### src/design/sdspi_pkg.sv
// ============================================================================
// sdspi_pkg
// Shared phase codes, opcodes, command bytes and status codes of the SD card
// SPI-mode host sequencer.
// ============================================================================
package sdspi_pkg;

    localparam int DataBlockBytes = 512;

    typedef enum logic [4:0] {
        PH_IDLE    = 5'd0,
        PH_PWR     = 5'd1,
        PH_C0_GAP  = 5'd2,
        PH_C8_GAP  = 5'd3,
        PH_C8_TAIL = 5'd4,
        PH_TO_C55  = 5'd5,
        PH_TO_A41  = 5'd6,
        PH_FRAME   = 5'd7,
        PH_POLL    = 5'd8,
        PH_TOKEN   = 5'd9,
        PH_RDATA   = 5'd10,
        PH_RCRC    = 5'd11,
        PH_WTOKEN  = 5'd12,
        PH_WDATA   = 5'd13,
        PH_WCRC    = 5'd14,
        PH_WRESP   = 5'd15,
        PH_BUSY    = 5'd16,
        PH_FINAL   = 5'd17
    } phase_t;

    localparam logic [1:0] OP_BYTE  = 2'd0;
    localparam logic [1:0] OP_INIT  = 2'd1;
    localparam logic [1:0] OP_READ  = 2'd2;
    localparam logic [1:0] OP_WRITE = 2'd3;

    localparam logic [2:0] REG_BLK_LOG2  = 3'd0;
    localparam logic [2:0] REG_CMD0      = 3'd1;
    localparam logic [2:0] REG_ACMD41    = 3'd2;
    localparam logic [2:0] REG_TOKEN_TO  = 3'd3;
    localparam logic [2:0] REG_RESP_POLL = 3'd4;

    localparam logic [7:0] CMD0   = 8'h40;
    localparam logic [7:0] CMD8   = 8'h48;
    localparam logic [7:0] CMD17  = 8'h51;
    localparam logic [7:0] CMD24  = 8'h58;
    localparam logic [7:0] CMD55  = 8'h77;
    localparam logic [7:0] ACMD41 = 8'h69;

    localparam logic [7:0] CRC_CMD0 = 8'h95;
    localparam logic [7:0] CRC_CMD8 = 8'h87;
    localparam logic [7:0] FILL     = 8'hFF;
    localparam logic [7:0] TOKEN    = 8'hFE;

    localparam logic [2:0] ST_OK         = 3'd0;
    localparam logic [2:0] ST_IDLE_TO    = 3'd1;
    localparam logic [2:0] ST_INIT_TO    = 3'd2;
    localparam logic [2:0] ST_REJECTED   = 3'd3;
    localparam logic [2:0] ST_TOKEN_TO   = 3'd4;
    localparam logic [2:0] ST_WR_REJECT  = 3'd5;
    localparam logic [2:0] ST_BUSY_TO    = 3'd6;

    // card version codes
    localparam logic [1:0] VER_UNKNOWN = 2'd0;
    localparam logic [1:0] VER_BYTE    = 2'd1;
    localparam logic [1:0] VER_BLOCK   = 2'd2;

endpackage

### src/design/sd_card_spi_host_sequencer.sv
// ============================================================================
// sd_card_spi_host_sequencer
// Host-side SD card sequencer for SPI mode: init, single block read/write.
// ============================================================================
// Usage: each input word is a start request (init, read, write) or the byte
// the card returned for the previous exchange. Each input word yields one
// output word: the next byte to shift out (tx_valid), chip-select level,
// write data consumption, read data, and done/status on the last word.
// The result is computed combinationally from the state and the input and
// captured in an output register at acceptance.
// Throughput: one word per cycle while the receiver keeps up; in_ready stays
// high while the output register is empty or being drained in the same cycle.
// A stalled receiver holds the output register, and in_ready drops until the
// held word is taken.
// Reset clears the sequencer to idle, card version unknown, and loads the
// configuration registers with their defaults.
// Configuration is written through cfg_we / cfg_index / cfg_data; the user must do this only while idle (not enforced).
// ============================================================================
module sd_card_spi_host_sequencer #(
    parameter int BLOCK_BYTES = sdspi_pkg::DataBlockBytes
) (
    input  logic        clk,
    input  logic        rst_n,
    input  logic        cfg_we,
    input  logic [2:0]  cfg_index,
    input  logic [15:0] cfg_data,
    input  logic        in_valid,
    output logic        in_ready,
    input  logic [1:0]  opcode,
    input  logic [31:0] block_number,
    input  logic [7:0]  rx_byte,
    input  logic [7:0]  write_byte,
    output logic        out_valid,
    input  logic        out_ready,
    output logic [7:0]  tx_byte,
    output logic        tx_valid,
    output logic        chip_select_low,
    output logic        write_byte_taken,
    output logic [7:0]  read_byte,
    output logic        read_valid,
    output logic        done_res,
    output logic [2:0]  status,
    output logic [1:0]  card_version,
    output logic        busy_res
);
    import sdspi_pkg::*;

    localparam int CntW = $clog2(BLOCK_BYTES + 1) < 6 ? 6 : $clog2(BLOCK_BYTES + 1);

    // configuration
    logic [3:0]  blk_log2_reg;
    logic [15:0] cmd0_tries_reg, acmd41_tries_reg, token_to_reg;
    logic [7:0]  resp_polls_reg;

    always_ff @(posedge clk or negedge rst_n)
    begin
        if (!rst_n)
        begin
            blk_log2_reg     <= 4'd9;
            cmd0_tries_reg   <= 16'd200;
            acmd41_tries_reg <= 16'd20000;
            token_to_reg     <= 16'd10000;
            resp_polls_reg   <= 8'd10;
        end
        else if (cfg_we)
        begin
            case (cfg_index)
                REG_BLK_LOG2:  blk_log2_reg     <= cfg_data[3:0];
                REG_CMD0:      cmd0_tries_reg   <= cfg_data;
                REG_ACMD41:    acmd41_tries_reg <= cfg_data;
                REG_TOKEN_TO:  token_to_reg     <= cfg_data;
                REG_RESP_POLL: resp_polls_reg   <= cfg_data[7:0];
                default: ;
            endcase
        end
    end

    // sequencer state
    phase_t          phase_reg, phase_next;
    logic [CntW-1:0] cnt_reg, cnt_next;
    logic [15:0]     retry_reg, retry_next;
    logic [15:0]     poll_reg, poll_next;
    logic [47:0]     frame_reg, frame_next;
    logic            v2_reg, v2_next;
    logic [1:0]      gen_reg, gen_next;
    logic            cs_reg, cs_next;
    logic [2:0]      pend_reg, pend_next;
    logic            init_op_reg, init_op_next;
    logic [7:0]      last_reg, last_next;

    // output word
    logic [7:0] o_tx, o_rd;
    logic       o_valid, o_taken, o_rvalid, o_done;
    logic [2:0] o_status;

    logic accept;
    assign in_ready = !out_valid || out_ready;
    assign accept   = in_valid && in_ready;

    logic [15:0] cmd0_min, acmd_min, tok_min;
    logic [7:0]  resp_min;
    assign cmd0_min = (cmd0_tries_reg == 16'd0) ? 16'd1 : cmd0_tries_reg;
    assign acmd_min = (acmd41_tries_reg == 16'd0) ? 16'd1 : acmd41_tries_reg;
    assign tok_min  = (token_to_reg == 16'd0) ? 16'd1 : token_to_reg;
    assign resp_min = (resp_polls_reg == 8'd0) ? 8'd1 : resp_polls_reg;

    logic [31:0] shifted_addr;
    assign shifted_addr = block_number << blk_log2_reg;

    logic [7:0] frame_sel;
    logic [15:0] poll_dec, retry_dec;
    logic [CntW-1:0] cnt_dec;
    assign poll_dec  = poll_reg - 16'd1;
    assign retry_dec = retry_reg - 16'd1;
    assign cnt_dec   = cnt_reg - CntW'(1);

    always_comb
    begin
        case (cnt_reg[2:0])
            3'd1:    frame_sel = frame_reg[39:32];
            3'd2:    frame_sel = frame_reg[31:24];
            3'd3:    frame_sel = frame_reg[23:16];
            3'd4:    frame_sel = frame_reg[15:8];
            3'd5:    frame_sel = frame_reg[7:0];
            default: frame_sel = frame_reg[47:40];
        endcase
    end

    // next-state logic for one word
    always_comb
    begin
        phase_next   = phase_reg;
        cnt_next     = cnt_reg;
        retry_next   = retry_reg;
        poll_next    = poll_reg;
        frame_next   = frame_reg;
        v2_next      = v2_reg;
        gen_next     = gen_reg;
        cs_next      = cs_reg;
        pend_next    = pend_reg;
        init_op_next = init_op_reg;
        last_next    = last_reg;
        o_tx = 8'd0; o_valid = 1'b0; o_taken = 1'b0; o_rd = 8'd0;
        o_rvalid = 1'b0; o_done = 1'b0; o_status = ST_OK;

        if (phase_reg != PH_IDLE)
        begin
            if (opcode != OP_BYTE)
            begin
                o_tx = last_reg; o_valid = 1'b1;
            end
            else
            begin
                case (phase_reg)
                    PH_PWR, PH_C0_GAP, PH_C8_GAP, PH_C8_TAIL, PH_TO_C55, PH_TO_A41:
                    begin
                        cnt_next = cnt_dec;
                        o_tx = FILL; o_valid = 1'b1;
                        if (cnt_dec == '0)
                        begin
                            case (phase_reg)
                                PH_PWR:
                                begin
                                    phase_next = PH_C0_GAP; cnt_next = CntW'(8);
                                end
                                PH_C0_GAP:
                                begin
                                    frame_next = {CMD0, 32'd0, CRC_CMD0};
                                    phase_next = PH_FRAME; cnt_next = CntW'(1);
                                    cs_next = 1'b1; o_tx = CMD0;
                                end
                                PH_C8_GAP:
                                begin
                                    frame_next = {CMD8, 32'h000001AA, CRC_CMD8};
                                    phase_next = PH_FRAME; cnt_next = CntW'(1);
                                    cs_next = 1'b1; o_tx = CMD8;
                                end
                                PH_C8_TAIL:
                                begin
                                    cs_next = 1'b0; phase_next = PH_TO_C55;
                                    cnt_next = CntW'(8);
                                end
                                PH_TO_C55:
                                begin
                                    frame_next = {CMD55, 32'd0, FILL};
                                    phase_next = PH_FRAME; cnt_next = CntW'(1);
                                    cs_next = 1'b1; o_tx = CMD55;
                                end
                                default:
                                begin
                                    frame_next = {ACMD41, (v2_reg ? 32'h40000000 : 32'd0),
                                                  FILL};
                                    phase_next = PH_FRAME; cnt_next = CntW'(1);
                                    cs_next = 1'b1; o_tx = ACMD41;
                                end
                            endcase
                        end
                    end
                    PH_FRAME:
                    begin
                        o_valid = 1'b1;
                        if (cnt_reg < CntW'(6))
                        begin
                            o_tx = frame_sel; cnt_next = cnt_reg + CntW'(1);
                        end
                        else
                        begin
                            o_tx = FILL; poll_next = {8'd0, resp_min};
                            phase_next = PH_POLL; cnt_next = '0;
                        end
                    end
                    PH_POLL:
                    begin
                        poll_next = poll_dec;
                        o_valid = 1'b1; o_tx = FILL;
                        if (!rx_byte[7] || poll_dec == 16'd0)
                        begin
                            cnt_next = CntW'(8);
                            if (frame_reg[47:40] == CMD0)
                            begin
                                if (rx_byte == 8'h01)
                                    phase_next = PH_C8_GAP;
                                else
                                begin
                                    retry_next = retry_dec;
                                    if (retry_dec == 16'd0)
                                    begin
                                        pend_next = ST_IDLE_TO; cs_next = 1'b0;
                                        phase_next = PH_FINAL;
                                    end
                                    else
                                        phase_next = PH_C0_GAP;
                                end
                            end
                            else if (frame_reg[47:40] == CMD8)
                            begin
                                retry_next = acmd_min;
                                if (rx_byte == 8'h01)
                                begin
                                    v2_next = 1'b1; phase_next = PH_C8_TAIL;
                                    cnt_next = CntW'(4);
                                end
                                else
                                begin
                                    cs_next = 1'b0; phase_next = PH_TO_C55;
                                end
                            end
                            else if (frame_reg[47:40] == CMD55)
                            begin
                                cs_next = 1'b0; phase_next = PH_TO_A41;
                                cnt_next = CntW'(16);
                            end
                            else if (frame_reg[47:40] == ACMD41)
                            begin
                                if (rx_byte == 8'h00)
                                begin
                                    pend_next = ST_OK; cs_next = 1'b0;
                                    phase_next = PH_FINAL; cnt_next = CntW'(24);
                                end
                                else
                                begin
                                    retry_next = retry_dec;
                                    cs_next = 1'b0;
                                    if (retry_dec == 16'd0)
                                    begin
                                        pend_next = ST_INIT_TO; phase_next = PH_FINAL;
                                        cnt_next = CntW'(16);
                                    end
                                    else
                                        phase_next = PH_TO_C55;
                                end
                            end
                            else if (frame_reg[47:40] == CMD17 && rx_byte == 8'h00)
                            begin
                                poll_next = tok_min; phase_next = PH_TOKEN;
                                cnt_next = '0;
                            end
                            else if (frame_reg[47:40] == CMD24 && rx_byte == 8'h00)
                            begin
                                phase_next = PH_WTOKEN; o_tx = TOKEN;
                                cnt_next = cnt_reg;
                            end
                            else
                            begin
                                pend_next = ST_REJECTED; cs_next = 1'b0;
                                phase_next = PH_FINAL;
                            end
                        end
                    end
                    PH_TOKEN:
                    begin
                        o_valid = 1'b1; o_tx = FILL;
                        if (rx_byte == TOKEN)
                        begin
                            phase_next = PH_RDATA; cnt_next = CntW'(BLOCK_BYTES);
                        end
                        else
                        begin
                            poll_next = poll_dec;
                            if (poll_dec == 16'd0)
                            begin
                                pend_next = ST_TOKEN_TO; cs_next = 1'b0;
                                phase_next = PH_FINAL; cnt_next = CntW'(8);
                            end
                        end
                    end
                    PH_RDATA:
                    begin
                        o_rd = rx_byte; o_rvalid = 1'b1;
                        o_valid = 1'b1; o_tx = FILL;
                        cnt_next = cnt_dec;
                        if (cnt_dec == '0)
                        begin
                            phase_next = PH_RCRC; cnt_next = CntW'(2);
                        end
                    end
                    PH_RCRC:
                    begin
                        o_valid = 1'b1; o_tx = FILL;
                        cnt_next = cnt_dec;
                        if (cnt_dec == '0)
                        begin
                            pend_next = ST_OK; cs_next = 1'b0;
                            phase_next = PH_FINAL; cnt_next = CntW'(8);
                        end
                    end
                    PH_WTOKEN:
                    begin
                        phase_next = PH_WDATA; cnt_next = CntW'(BLOCK_BYTES - 1);
                        o_valid = 1'b1; o_tx = write_byte; o_taken = 1'b1;
                    end
                    PH_WDATA:
                    begin
                        o_valid = 1'b1;
                        if (cnt_reg != '0)
                        begin
                            cnt_next = cnt_dec; o_tx = write_byte; o_taken = 1'b1;
                        end
                        else
                        begin
                            o_tx = FILL; phase_next = PH_WCRC; cnt_next = CntW'(1);
                        end
                    end
                    PH_WCRC:
                    begin
                        o_valid = 1'b1; o_tx = FILL;
                        if (cnt_reg != '0)
                            cnt_next = cnt_dec;
                        else
                            phase_next = PH_WRESP;
                    end
                    PH_WRESP:
                    begin
                        o_valid = 1'b1; o_tx = FILL;
                        if (rx_byte[4:0] != 5'h05)
                        begin
                            pend_next = ST_WR_REJECT; cs_next = 1'b0;
                            phase_next = PH_FINAL; cnt_next = CntW'(8);
                        end
                        else
                        begin
                            poll_next = tok_min; phase_next = PH_BUSY; cnt_next = '0;
                        end
                    end
                    PH_BUSY:
                    begin
                        o_valid = 1'b1; o_tx = FILL;
                        if (rx_byte != 8'd0)
                        begin
                            pend_next = ST_OK; cs_next = 1'b0;
                            phase_next = PH_FINAL; cnt_next = CntW'(8);
                        end
                        else
                        begin
                            poll_next = poll_dec;
                            if (poll_dec == 16'd0)
                            begin
                                pend_next = ST_BUSY_TO; cs_next = 1'b0;
                                phase_next = PH_FINAL; cnt_next = CntW'(8);
                            end
                        end
                    end
                    PH_FINAL:
                    begin
                        cnt_next = cnt_dec;
                        if (cnt_dec != '0)
                        begin
                            o_valid = 1'b1; o_tx = FILL;
                        end
                        else
                        begin
                            o_done = 1'b1; o_status = pend_reg;
                            if (init_op_reg)
                                gen_next = (pend_reg == ST_OK) ?
                                           (v2_reg ? VER_BLOCK : VER_BYTE) : VER_UNKNOWN;
                            phase_next = PH_IDLE;
                        end
                    end
                    default: phase_next = PH_IDLE;
                endcase
            end
        end
        else if (opcode == OP_INIT)
        begin
            init_op_next = 1'b1; v2_next = 1'b0; cs_next = 1'b0;
            retry_next = cmd0_min; phase_next = PH_PWR; cnt_next = CntW'(32);
            o_valid = 1'b1; o_tx = FILL;
        end
        else if (opcode != OP_BYTE)
        begin
            init_op_next = 1'b0;
            frame_next = {(opcode == OP_READ ? CMD17 : CMD24),
                          (gen_reg == VER_BYTE ? shifted_addr : block_number), FILL};
            cs_next = 1'b1; phase_next = PH_FRAME; cnt_next = CntW'(1);
            o_valid = 1'b1; o_tx = (opcode == OP_READ) ? CMD17 : CMD24;
        end

        if (o_valid)
            last_next = o_tx;
    end

    // state and output registers
    always_ff @(posedge clk or negedge rst_n)
    begin
        if (!rst_n)
        begin
            phase_reg   <= PH_IDLE;
            cnt_reg     <= '0;
            retry_reg   <= '0;
            poll_reg    <= '0;
            frame_reg   <= '0;
            v2_reg      <= 1'b0;
            gen_reg     <= VER_UNKNOWN;
            cs_reg      <= 1'b0;
            pend_reg    <= ST_OK;
            init_op_reg <= 1'b0;
            last_reg    <= FILL;
            out_valid   <= 1'b0;
        end
        else
        begin
            if (accept)
            begin
                phase_reg   <= phase_next;
                cnt_reg     <= cnt_next;
                retry_reg   <= retry_next;
                poll_reg    <= poll_next;
                frame_reg   <= frame_next;
                v2_reg      <= v2_next;
                gen_reg     <= gen_next;
                cs_reg      <= cs_next;
                pend_reg    <= pend_next;
                init_op_reg <= init_op_next;
                last_reg    <= last_next;
                out_valid   <= 1'b1;
            end
            else if (out_ready)
                out_valid <= 1'b0;
        end
    end

    // result payload
    always_ff @(posedge clk)
    begin
        if (accept)
        begin
            tx_byte          <= o_tx;
            tx_valid         <= o_valid;
            chip_select_low  <= cs_next;
            write_byte_taken <= o_taken;
            read_byte        <= o_rd;
            read_valid       <= o_rvalid;
            done_res         <= o_done;
            status           <= o_status;
            card_version     <= gen_next;
            busy_res         <= (phase_next != PH_IDLE);
        end
    end

`ifndef SYNTHESIS
    // a held result is not overwritten
    a_hold: assert property (@(posedge clk) disable iff (!rst_n)
        out_valid && !out_ready |-> !in_ready)
        else $error("input accepted over a held result");

    // done only when the sequencer returns to idle
    a_done_idle: assert property (@(posedge clk) disable iff (!rst_n)
        accept && o_done |=> phase_reg == PH_IDLE)
        else $error("done without return to idle");

    // chip select is released before the closing clocks
    a_final_cs: assert property (@(posedge clk) disable iff (!rst_n)
        phase_reg == PH_FINAL |-> !cs_reg)
        else $error("card selected during closing clocks");
`endif

endmodule

### config.mk
export PLATFORM = sky130hd
export DESIGN_NAME = sd_card_spi_host_sequencer
export DESIGN_NICKNAME = d
export VERILOG_FILES = /design/src/design/sdspi_pkg.sv /design/src/design/sd_card_spi_host_sequencer.sv
export SDC_FILE = /design/constraint.sdc
export NUM_CORES = 1
export LEC_CHECK = 0
export BUFFER_PORTS_ARGS = -buffer_cell sky130_fd_sc_hd__buf_2
export CORE_MARGIN = 2
export CORE_UTILIZATION = 31
export DETAILED_ROUTE_END_ITERATION = 10
export GPL_TIMING_DRIVEN = 0
export SETUP_SLACK_MARGIN = 0.05
export SYNTH_ARGS = -nofsm -noshare
export SYNTH_HDL_FRONTEND = slang
export SYNTH_SLANG_ARGS = --single-unit
### constraint.sdc
create_clock -name clk -period 8.2 [get_ports clk]
set_input_delay 0 -clock clk [delete_from_list [all_inputs] [get_ports clk]]
set_output_delay 0 -clock clk [all_outputs]
set_load 0.05 [all_outputs]
**Yosys cells after proc, flatten, opt, wreduce, memory -nomap -nowiden**

Cells that the tools add are included.

- $add $sub $neg: 4
- $mul: 0
- Divide/modulo/power cells: 0
- $lt $le $gt $ge: 1
- Equal/unequal tests: 71
- Shift-type cells: 1
- Muxes and demuxes: 178
- Bitwise gates (word level): 4
- Reduce and logical (&&, ||, !) cells: 52

Operators with widths:

| kind | count |
|---|---|
| 16-bit 2-to-1 mux | 24 |
| 48-bit 2-to-1 mux | 6 |
| 10-bit 2-to-1 mux | 20 |
| 48-bit case mux with 4 select lines | 1 |
| 5-bit 2-to-1 mux | 27 |
| 10-bit case mux with 12 select lines | 1 |
| 16-bit zero test | 5 |
| 16-bit case mux with 5 select lines | 1 |
| 8-bit 2-to-1 mux | 8 |
| 5-bit case mux with 12 select lines | 1 |
| 8-bit case mux with 7 select lines | 1 |
| 3-bit 2-to-1 mux | 17 |
| 1-bit 2-to-1 mux | 49 |
| 8-bit by 7-bit equality test with 1-bit output (second input constant) | 6 |
| 5-bit by 4-bit equality test with 1-bit output (second input constant) | 8 |
| 8-bit case mux with 5 select lines | 1 |
| 32-bit 2-to-1 mux | 1 |
| 8-bit case mux with 4 select lines | 1 |
| 32-bit by 4-bit left shift with 32-bit output | 1 |
| 16-bit by 1-bit subtractor with 16-bit output (second input constant) | 2 |
| 31-bit 2-to-1 mux | 1 |
| 3-bit inequality test (second input constant) | 9 |
| 2-bit inequality test (second input constant) | 11 |
| 5-bit by 3-bit equality test with 1-bit output (second input constant) | 4 |
| 49 further kinds | 105 |

- Bits in registers: 199
- Bits in latches: 0
- Bits in writable memories: 0
- Bits in read-only memories: 0
- Bits of input ports: 74
- Output and inout port bits: 29
- Word-level logic and storage cells: 338
- Memories: 0

**Logic depth before layout (Yosys ltp)**

Gate-level depths: netlist of the first run.

- Depth after elaboration: 13
- Mapped depth: 13
- Depth with buffers taken out: 10

**Worst setup path after synthesis of the first run**

OpenSTA, ideal clock, no wires.

- Kind: register to register
- Start: register out_valid
- End: register retry_reg[8]
- Library setup time: 128 ps
- Arrival: 3223 ps
- Data required time: 8072 ps
- Setup slack: 4850 ps
- Stages on the path, launching flop included: 8
- Buffers on the path: 2
- Clock period less this slack: 3350 ps
- Path through: dfrtp_1 > nand2b_1 > nand2_1 > inv_1 > clkbuf_1 > o21ai_2 > buf_6 > mux2_1

- Longest elaborated chain between the ends: 4

RTL lines:

| what | RTL line | source |
|---|---|---|
| start: declaration | sd_card_spi_host_sequencer.sv:33 | `output logic out_valid,` |
| start signal: assignment | sd_card_spi_host_sequencer.sv:438 | `out_valid <= 1'b0;` |
| start signal: assignment | sd_card_spi_host_sequencer.sv:455 | `out_valid <= 1'b1;` |
| start signal: assignment | sd_card_spi_host_sequencer.sv:458 | `out_valid <= 1'b0;` |
| 1-bit zero test | sd_card_spi_host_sequencer.sv:97 | `assign in_ready = !out_valid \|\| out_ready;` |
| 1-bit logical OR | sd_card_spi_host_sequencer.sv:97 |  |
| via in_ready | sd_card_spi_host_sequencer.sv:28 | `output logic in_ready,` |
| 1-bit logical AND | sd_card_spi_host_sequencer.sv:98 | `assign accept = in_valid && in_ready;` |
| via accept | sd_card_spi_host_sequencer.sv:96 | `logic accept;` |
| 9-bit AND reduction (no line) | - |  |
| end signal: assignment | sd_card_spi_host_sequencer.sv:446 | `retry_reg <= retry_next;` |
| end: declaration | sd_card_spi_host_sequencer.sv:81 | `logic [15:0] retry_reg, retry_next;` |

The timed path passes the listed nets, and every way through them passes these cells.
A chain may end at the register's enable or synchronous reset.

**Worst setup path after layout of the first run**

- Start: register cnt_reg[0]
- End: register chip_select_low, data pin

- Longest elaborated chain between the ends: 6
- Elaborated cells on any way between the ends: 7
- Classes of those cells: add/sub: 1; mux: 5; reduce/logical: 1

RTL lines:

| what | RTL line | source |
|---|---|---|
| start: declaration | sd_card_spi_host_sequencer.sv:80 | `logic [CntW-1:0] cnt_reg, cnt_next;` |
| start signal: assignment | sd_card_spi_host_sequencer.sv:445 | `cnt_reg <= cnt_next;` |
| 10-bit by 1-bit subtractor with 10-bit output * | sd_card_spi_host_sequencer.sv:115 | `assign cnt_dec = cnt_reg - CntW'(1);` |
| 10-bit zero test * | sd_card_spi_host_sequencer.sv:159, sd_card_spi_host_sequencer.sv:321 |  |
| 1-bit 2-to-1 mux, on equally long branches | sd_card_spi_host_sequencer.sv:321, sd_card_spi_host_sequencer.sv:159 |  |
| 1-bit case mux with 6 select lines * | sd_card_spi_host_sequencer.sv:154 | `case (phase_reg)` |
| 1-bit 2-to-1 mux * | sd_card_spi_host_sequencer.sv:148 | `if (opcode != OP_BYTE)` |
| 1-bit 2-to-1 mux * | sd_card_spi_host_sequencer.sv:146 | `if (phase_reg != PH_IDLE)` |
| via cs_next | sd_card_spi_host_sequencer.sv:86 | `logic cs_reg, cs_next;` |
| end signal: assignment | sd_card_spi_host_sequencer.sv:469 | `chip_select_low <= cs_next;` |
| end: declaration | sd_card_spi_host_sequencer.sv:37 | `output logic chip_select_low,` |

The timed path passes the listed nets; every way through them passes the cells marked *.

==> qor.csv, run 1 <==
metric;value;unit
final_common_cell;nand2_1;
intPower;0.00255;W
portBuffers;101;
slew_violations;0;
cp.required;8.38;ns
yosysUniqueCellTypes;93;
cp_cell_sequence;inv_1 > ha_1 > nor4b_2 > xnor2_1 > a31oi_2 > nor2_1 > nor2_1 > a211oi_1 > a21oi_1 > or4_1;
path_class;reg2reg;
grt_setup_unrepaired;false;
worst_skew_pair.late_latency;0.46;ns
clockBufferDepth;2;
grt_max_degree;120;
synth_top_cell_area_share;27.0;%
syn_area;0.0130;mm2
max-vdd-ir-drop;0.194;mV
r2r_slack;4.09;ns
cts.sinks;192;
cts_setup_buffers;0;
finalSetupViolCount;0;
synth_edf_count;27;
fin_crit;4.11;ns
syn_avg_cell_area;9.21;um2
design_area;0.0153;mm2
viasPerCell;5.79;
dp_hpwl;34000;um
reg2reg_depth;10;
grt_pass1_vias;11984;
critPathMostFrequentCell;nor2_1;
syn_inst;1407;
clock-root-buffer;clkbuf_16;
grt-ovfl-total;0;
crit_slowest_cell;nor2_1;
dr_total_vias;12278;
nets;1666;
die-area;0.0435;mm2
yosysTopAreaCell;dfrtp_1;
first_iter_violations;1238;
rr_startpoint;cnt_reg[0];
ios;103;
drc;0;
cpPeakStageDelay;0.64;ns
path_clk_slew;0.08;ns
outcome;finished, violations left;
die_y;208;um
drtPass1Iterations;6;
ys_ff_latch;192;
fin_util;37.2;%
detail-route-antenna-nets;0;
arrival;4.30;ns
comb_power_share;49.2;%
hold_viol_final;0;
wl_per_cell;21.3;um
final_cell_mix;nand2_1 (153), dfrtp_1 (140), nor2_1 (132);
initial_utilization;31.6;%
power.switching;0.00215;W
maxCapViolCount;1;
grt_pass1_wl;70500;um
h-tree-depth;4;
cp-end-kind;register;
fin_skew;0.0193;ns
syn_to_final_growth;17.8;%
totalWireLength;45300;um
synth-seq-area-share;38.4;%
die_w;208;um
place_congestion;1.01;
synth_ff_type;dfrtp_1;
syn_nets;1497;
synth_area_leaders;dfrtp_1 (27%), mux2_2 (7.8%), edfxtp_1 (6.3%);
power_density;308;mW/mm2
timing.final.crit_share;50.1;%
drive_gt1_share;20.8;%
swShare;45.7;%
place_area;0.0142;mm2
core;0.0410;mm2
antenna_cells;0;
p_seq_share;32.5;%
tritoncts;built;
cts_buffers;17;
fmax;0.243;GHz
antenna_found_initial;2;
cp-start-kind;register;
async_reset_ff_share;85.9;%
hp-class;in2async;
synth_warnings;0;
tns;0;ns
largest_reg_flops;41;
power.leakage;6.09;nW
slew_headroom;0.464;%
clockPowerShare;18.4;%
worstMarginPinSlew;1.47;ns
grt.total_usage;20.7;%
rows;74;
reg2reg_to;chip_select_low;
violations;capacitance limit;
power.total;0.00470;W
worstPathMaxFanout;8;
fill_cells;4140;
## metal layers
layer	wire (um)	up-vias	global-route usage, %
met5	30	-	0
met2	20600	557	32.7
met4	1950	4	9.65
li1	-	5585	-
met1	19900	5993	27.9
met3	2810	139	3.23
## kinds of logic after synthesis
logic type,after synthesis,share of synthesized area (%)
simple gates,496,19.5
compound gates,413,20.7
flops,192,38.4
mux,153,14.7
buf+inv,112,3.54
xor+xnor,25,1.69
fa+ha+maj,16,1.54
## worst max path at each step
stage,start,slack (ns),cells after the start,to
after floorplan,out_valid,4.85,7,retry_reg[8]
after global placement,cnt_reg[0],4.19,10,chip_select_low
after detailed placement,cnt_reg[0],4.25,10,chip_select_low
after CTS,cnt_reg[0],4.23,10,chip_select_low
after global routing,cnt_reg[0],4.00,10,chip_select_low
final,cnt_reg[0],4.09,10,chip_select_low
## power by group through the flow
stage          clock network [W]  logic, W  registers (W)
2_1_floorplan                  0   0.00159        0.00151
3_3_place_gp                   0   0.00223        0.00153
3_5_place_dp                   0   0.00224        0.00154
4_1_cts                 0.000882   0.00227        0.00152
5_1_grt                 0.000920   0.00253        0.00156
6_report                0.000863   0.00231        0.00153
## critical path: cells and delay by family, from the launching register on
| kind | cells | cell delay, ns |
|---|---|---|
| simple gates | 4 | 1.89 |
| fa+ha+maj | 1 | 0.27 |
| xor+xnor | 1 | 0.19 |
| compound gates | 3 | 0.83 |
| flops | 1 | 0.49 |
| buf+inv | 1 | 0.18 |
## final cells by class
type	count	area (um2)	share of cell area (%)
Multi-Input combinational cell	1103	7530	49.3
Inverter	22	82.6	0.541
Buffer	90	378	2.48
Sequential cell	192	4970	32.6
Clock buffer	17	425	2.79
Timing Repair Buffer	150	1020	6.71
Clock inverter	15	188	1.23
Tap cell	532	666	4.36
## stage by stage
stage | instances | setup slack (ns) | hold slack [ns]
finish | 2121 | 4.09 | 0.0175
global route | 2121 | 4.00 | 0.0508
CTS | 2121 | 4.23 | 0.0304
detailed placement | 2041 | 4.25 | -0.0685
global placement | 2040 | 4.19 | 0.208
floorplan | 1407 | 4.85 | -0.296
## synthesized netlist by cell type, types with 8 or more instances
master / instances
nand2_1: 153
dfrtp_1: 140
nor2_1: 132
o21ai_0: 126
a21oi_1: 106
mux2_2: 90
clkbuf_1: 63
nor3_1: 41
mux2i_1: 34
nand3_1: 28
edfxtp_1: 27
a211oi_1: 26
dfstp_2: 25
inv_1: 22
buf_2: 19
mux4_2: 19
and2_1: 18
ha_1: 16
a22oi_1: 15
a31oi_1: 15
nand2b_1: 14
nor4_1: 14
xnor2_1: 14
nor2b_1: 12
o31ai_1: 11
xor2_1: 11
or3_1: 10
a221oi_1: 9
nor3b_1: 9
nand4_1: 8
o2bb2ai_1: 8
## repair_timing
action / in CTS / in global routing
hold endpoints to repair: 238 / 0
hold buffers: 48 / 0
gates resized for setup: 0 / 0
Note: power is estimated with default switching activity, not from simulation.
==> run 2: changes to the inputs <==
==> constraint.sdc (replaced) <==
create_clock -name clk -period 3.3 [get_ports clk]
set_input_delay 0 -clock clk [delete_from_list [all_inputs] [get_ports clk]]
set_output_delay 0 -clock clk [all_outputs]
set_load 0.05 [all_outputs]
==> run 2 against run 1 <==
The run still ends with capacitance limit left. Flip-flop and latch count is the same. Combinational power grew to 2.6 times the previous value. Worst setup slack got worse by 4.0 ns. Cell area is 2.2% higher. Sequential power up 150%. Total power grew to 2.6 times the previous value. Hold slack is essentially flat.
==> qor.csv, run 2 (same netlist as run 1, synthesis figures left out) <==
metric;value;unit;change
h-tree-depth;4;;unchanged
place_congestion;1.01;;about the same
fin_skew;0.0175;ns;was 0.0193 ns
power.switching;0.00550;W;was 0.00215 W
worst_skew_pair.late_latency;0.46;ns;about the same
rr_startpoint;frame_reg[42];;was cnt_reg[0]
drive_gt1_share;23.4;%;was 20.8%
rows;74;;unchanged
slew_violations;0;;unchanged
timing.final.crit_share;97.8;%;was 50.1%
reg2reg_depth;9;;was 10
first_iter_violations;1126;;was 1238
grt_setup_unrepaired;true;;was false
cp.required;3.65;ns;was 8.38 ns
antenna_found_initial;2;;unchanged
worstPathMaxFanout;10;;was 8
path_depth;9;;was 10
comb_power_share;50.2;%;was 49.2%
clock-root-buffer;clkbuf_16;;unchanged
final_cell_mix;nand2_1 (152), dfrtp_1 (137), nor2_1 (126);;was nand2_1 (153), dfrtp_1 (140), nor2_1 (132)
detail-route-antenna-nets;0;;unchanged
crit_slowest_cell;or3b_2;;was nor2_1
cts.sinks;192;;unchanged
largest_reg_flops;41;;unchanged
path_class;reg2reg;;unchanged
die_y;208;um;unchanged
die-area;0.0435;mm2;unchanged
power.leakage;6.24;nW;was 6.09 nW
cp-end-kind;register;;unchanged
viasPerCell;5.75;;was 5.79
maxCapViolCount;1;;unchanged
reg2reg_to;retry_reg[12];;was chip_select_low
die_w;208;um;unchanged
path_clk_slew;0.09;ns;was 0.08 ns
portBuffers;101;;unchanged
hp-class;in2async;;unchanged
drtPass1Iterations;6;;unchanged
outcome;finished, violations left;;unchanged
cpPeakStageDelay;0.58;ns;was 0.64 ns
critPathBufInv;2;;was 1
fmax;0.310;GHz;was 0.243 GHz
cp-startpoint;frame_reg[42];;was cnt_reg[0]
swShare;45.4;%;was 45.7%
wl_per_cell;21.6;um;was 21.3 um
totalWireLength;46000;um;was 45300 um
worstSetupEndpoint;retry_reg[12];;was chip_select_low
nets;1681;;was 1666
power.total;0.0121;W;was 0.00470 W
max-vdd-ir-drop;0.463;mV;was 0.194 mV
r2r_slack;0.07;ns;was 4.09 ns
placedCellCount;2041;;unchanged
tritoncts;built;;unchanged
grt-ovfl-total;0;;unchanged
use_met3;3.80;%;was 3.23%
grtUsageMet2;33.1;%;was 32.7%
cp_cell_sequence;or3b_2 > or3_1 > clkbuf_1 > o21ai_0 > nand3_1 > a21oi_1 > o21ai_2 > buf_6 > mux2_1;;was inv_1 > ha_1 > nor4b_2 > xnor2_1 > a31oi_2 > nor2_1 > nor2_1 > a211oi_1 > a21oi_1 > or4_1
stdcell_count;2136;;was 2121
initial_utilization;31.6;%;unchanged
grt.total_usage;20.9;%;was 20.7%
syn_to_final_growth;20.4;%;was 17.8%
violations;capacitance limit;;unchanged
busiest_layer;met2;;unchanged
p_seq_share;31.6;%;was 32.5%
crit_family;simple AND/OR/NAND/NOR gates;;unchanged
fill_cells;4180;;was 4140
intPower;0.00661;W;was 0.00255 W
ios;103;;unchanged
power_density;776;mW/mm2;was 308 mW/mm2
fin_crit;3.23;ns;was 4.11 ns
slew_headroom;1.67;%;was 0.464%
clockBufferDepth;2;;unchanged
core;0.0410;mm2;unchanged
grt_max_degree;121;;was 120
arrival;3.58;ns;was 4.30 ns
grt_pass1_wl;71000;um;was 70500 um
grt_pass1_vias;12131;;was 11984
cp-start-kind;register;;unchanged
cts_buffers;17;;unchanged
antenna_cells;0;;unchanged
hold_viol_final;0;;unchanged
worstMarginPinSlew;1.46;ns;was 1.47 ns
drc;0;;unchanged
final_common_cell;nand2_1;;unchanged
finalSetupViolCount;0;;unchanged
grt_util_met1;27.9;%;about the same
dp_hpwl;34100;um;was 34000 um
clockPowerShare;18.3;%;was 18.4%
dr_total_vias;12292;;was 12278
[run 2: timing repair]
action / CTS / global route
setup buffers: 5 / 10
setup endpoints to repair: 88 / 99
hold buffers: 50 / 0
pin swaps: 3 / 7
resized for setup: 19 / 38
hold endpoints to repair: 240 / 0
[run 2: worst min-delay path by stage]
stage | to | slack [ns] | cells after the start
after detailed placement | gen_reg[1] | -0.08 | 1
after CTS | tx_byte[2] | 0.006 | 5
after global routing | gen_reg[1] | 0.03 | 2
final | gen_reg[1] | 0.02 | 2
after floorplan | acmd41_tries_reg[0] | -0.30 | 0
after global placement | out_valid | 0.21 | 2
[run 2: layout make-up]
type | instances | area [um2] | area share (%)
flip-flops and latches | 192 | 4970 | 31.9
clock inverters | 15 | 196 | 1.26
well taps | 532 | 666 | 4.27
inverters | 22 | 82.6 | 0.529
multi-input cells | 1103 | 7710 | 49.4
plain buffers | 88 | 390 | 2.50
repair buffers | 167 | 1160 | 7.41
clock buffers | 17 | 425 | 2.73
[run 2: power by group through the flow]
stage	combinational [W]	clock, W	sequential (W)
floorplan	0.00395	0	0.00376
global placement	0.00552	0	0.00380
detailed placement	0.00558	0	0.00383
CTS	0.00579	0.00226	0.00379
global route	0.00659	0.00236	0.00390
finish	0.00607	0.00221	0.00382
[run 2: per-stage QoR]
step                setup slack [ns]  cell area (um2)  utilization [%]  setup TNS [ns]  hold WS [ns]
detailed placement            -0.700            14200             34.5           -8.23       -0.0766
finish                        0.0725            15600             38.0               0        0.0173
global placement              -0.724            14100             34.5          -72.99         0.208
CTS                          -0.0362            15400             37.6         -0.0362       0.00579
floorplan                      0.341            13000                -               0        -0.296
global route                  0.0273            15600             38.0               0        0.0270
[run 2: layer usage]
metal / part of all wire, % / vias up
met2: 46 / 569
met1: 44 / 5965
li1: - / 5617
met5: 0.050 / -
met3: 6.5 / 137
met4: 4.0 / 4
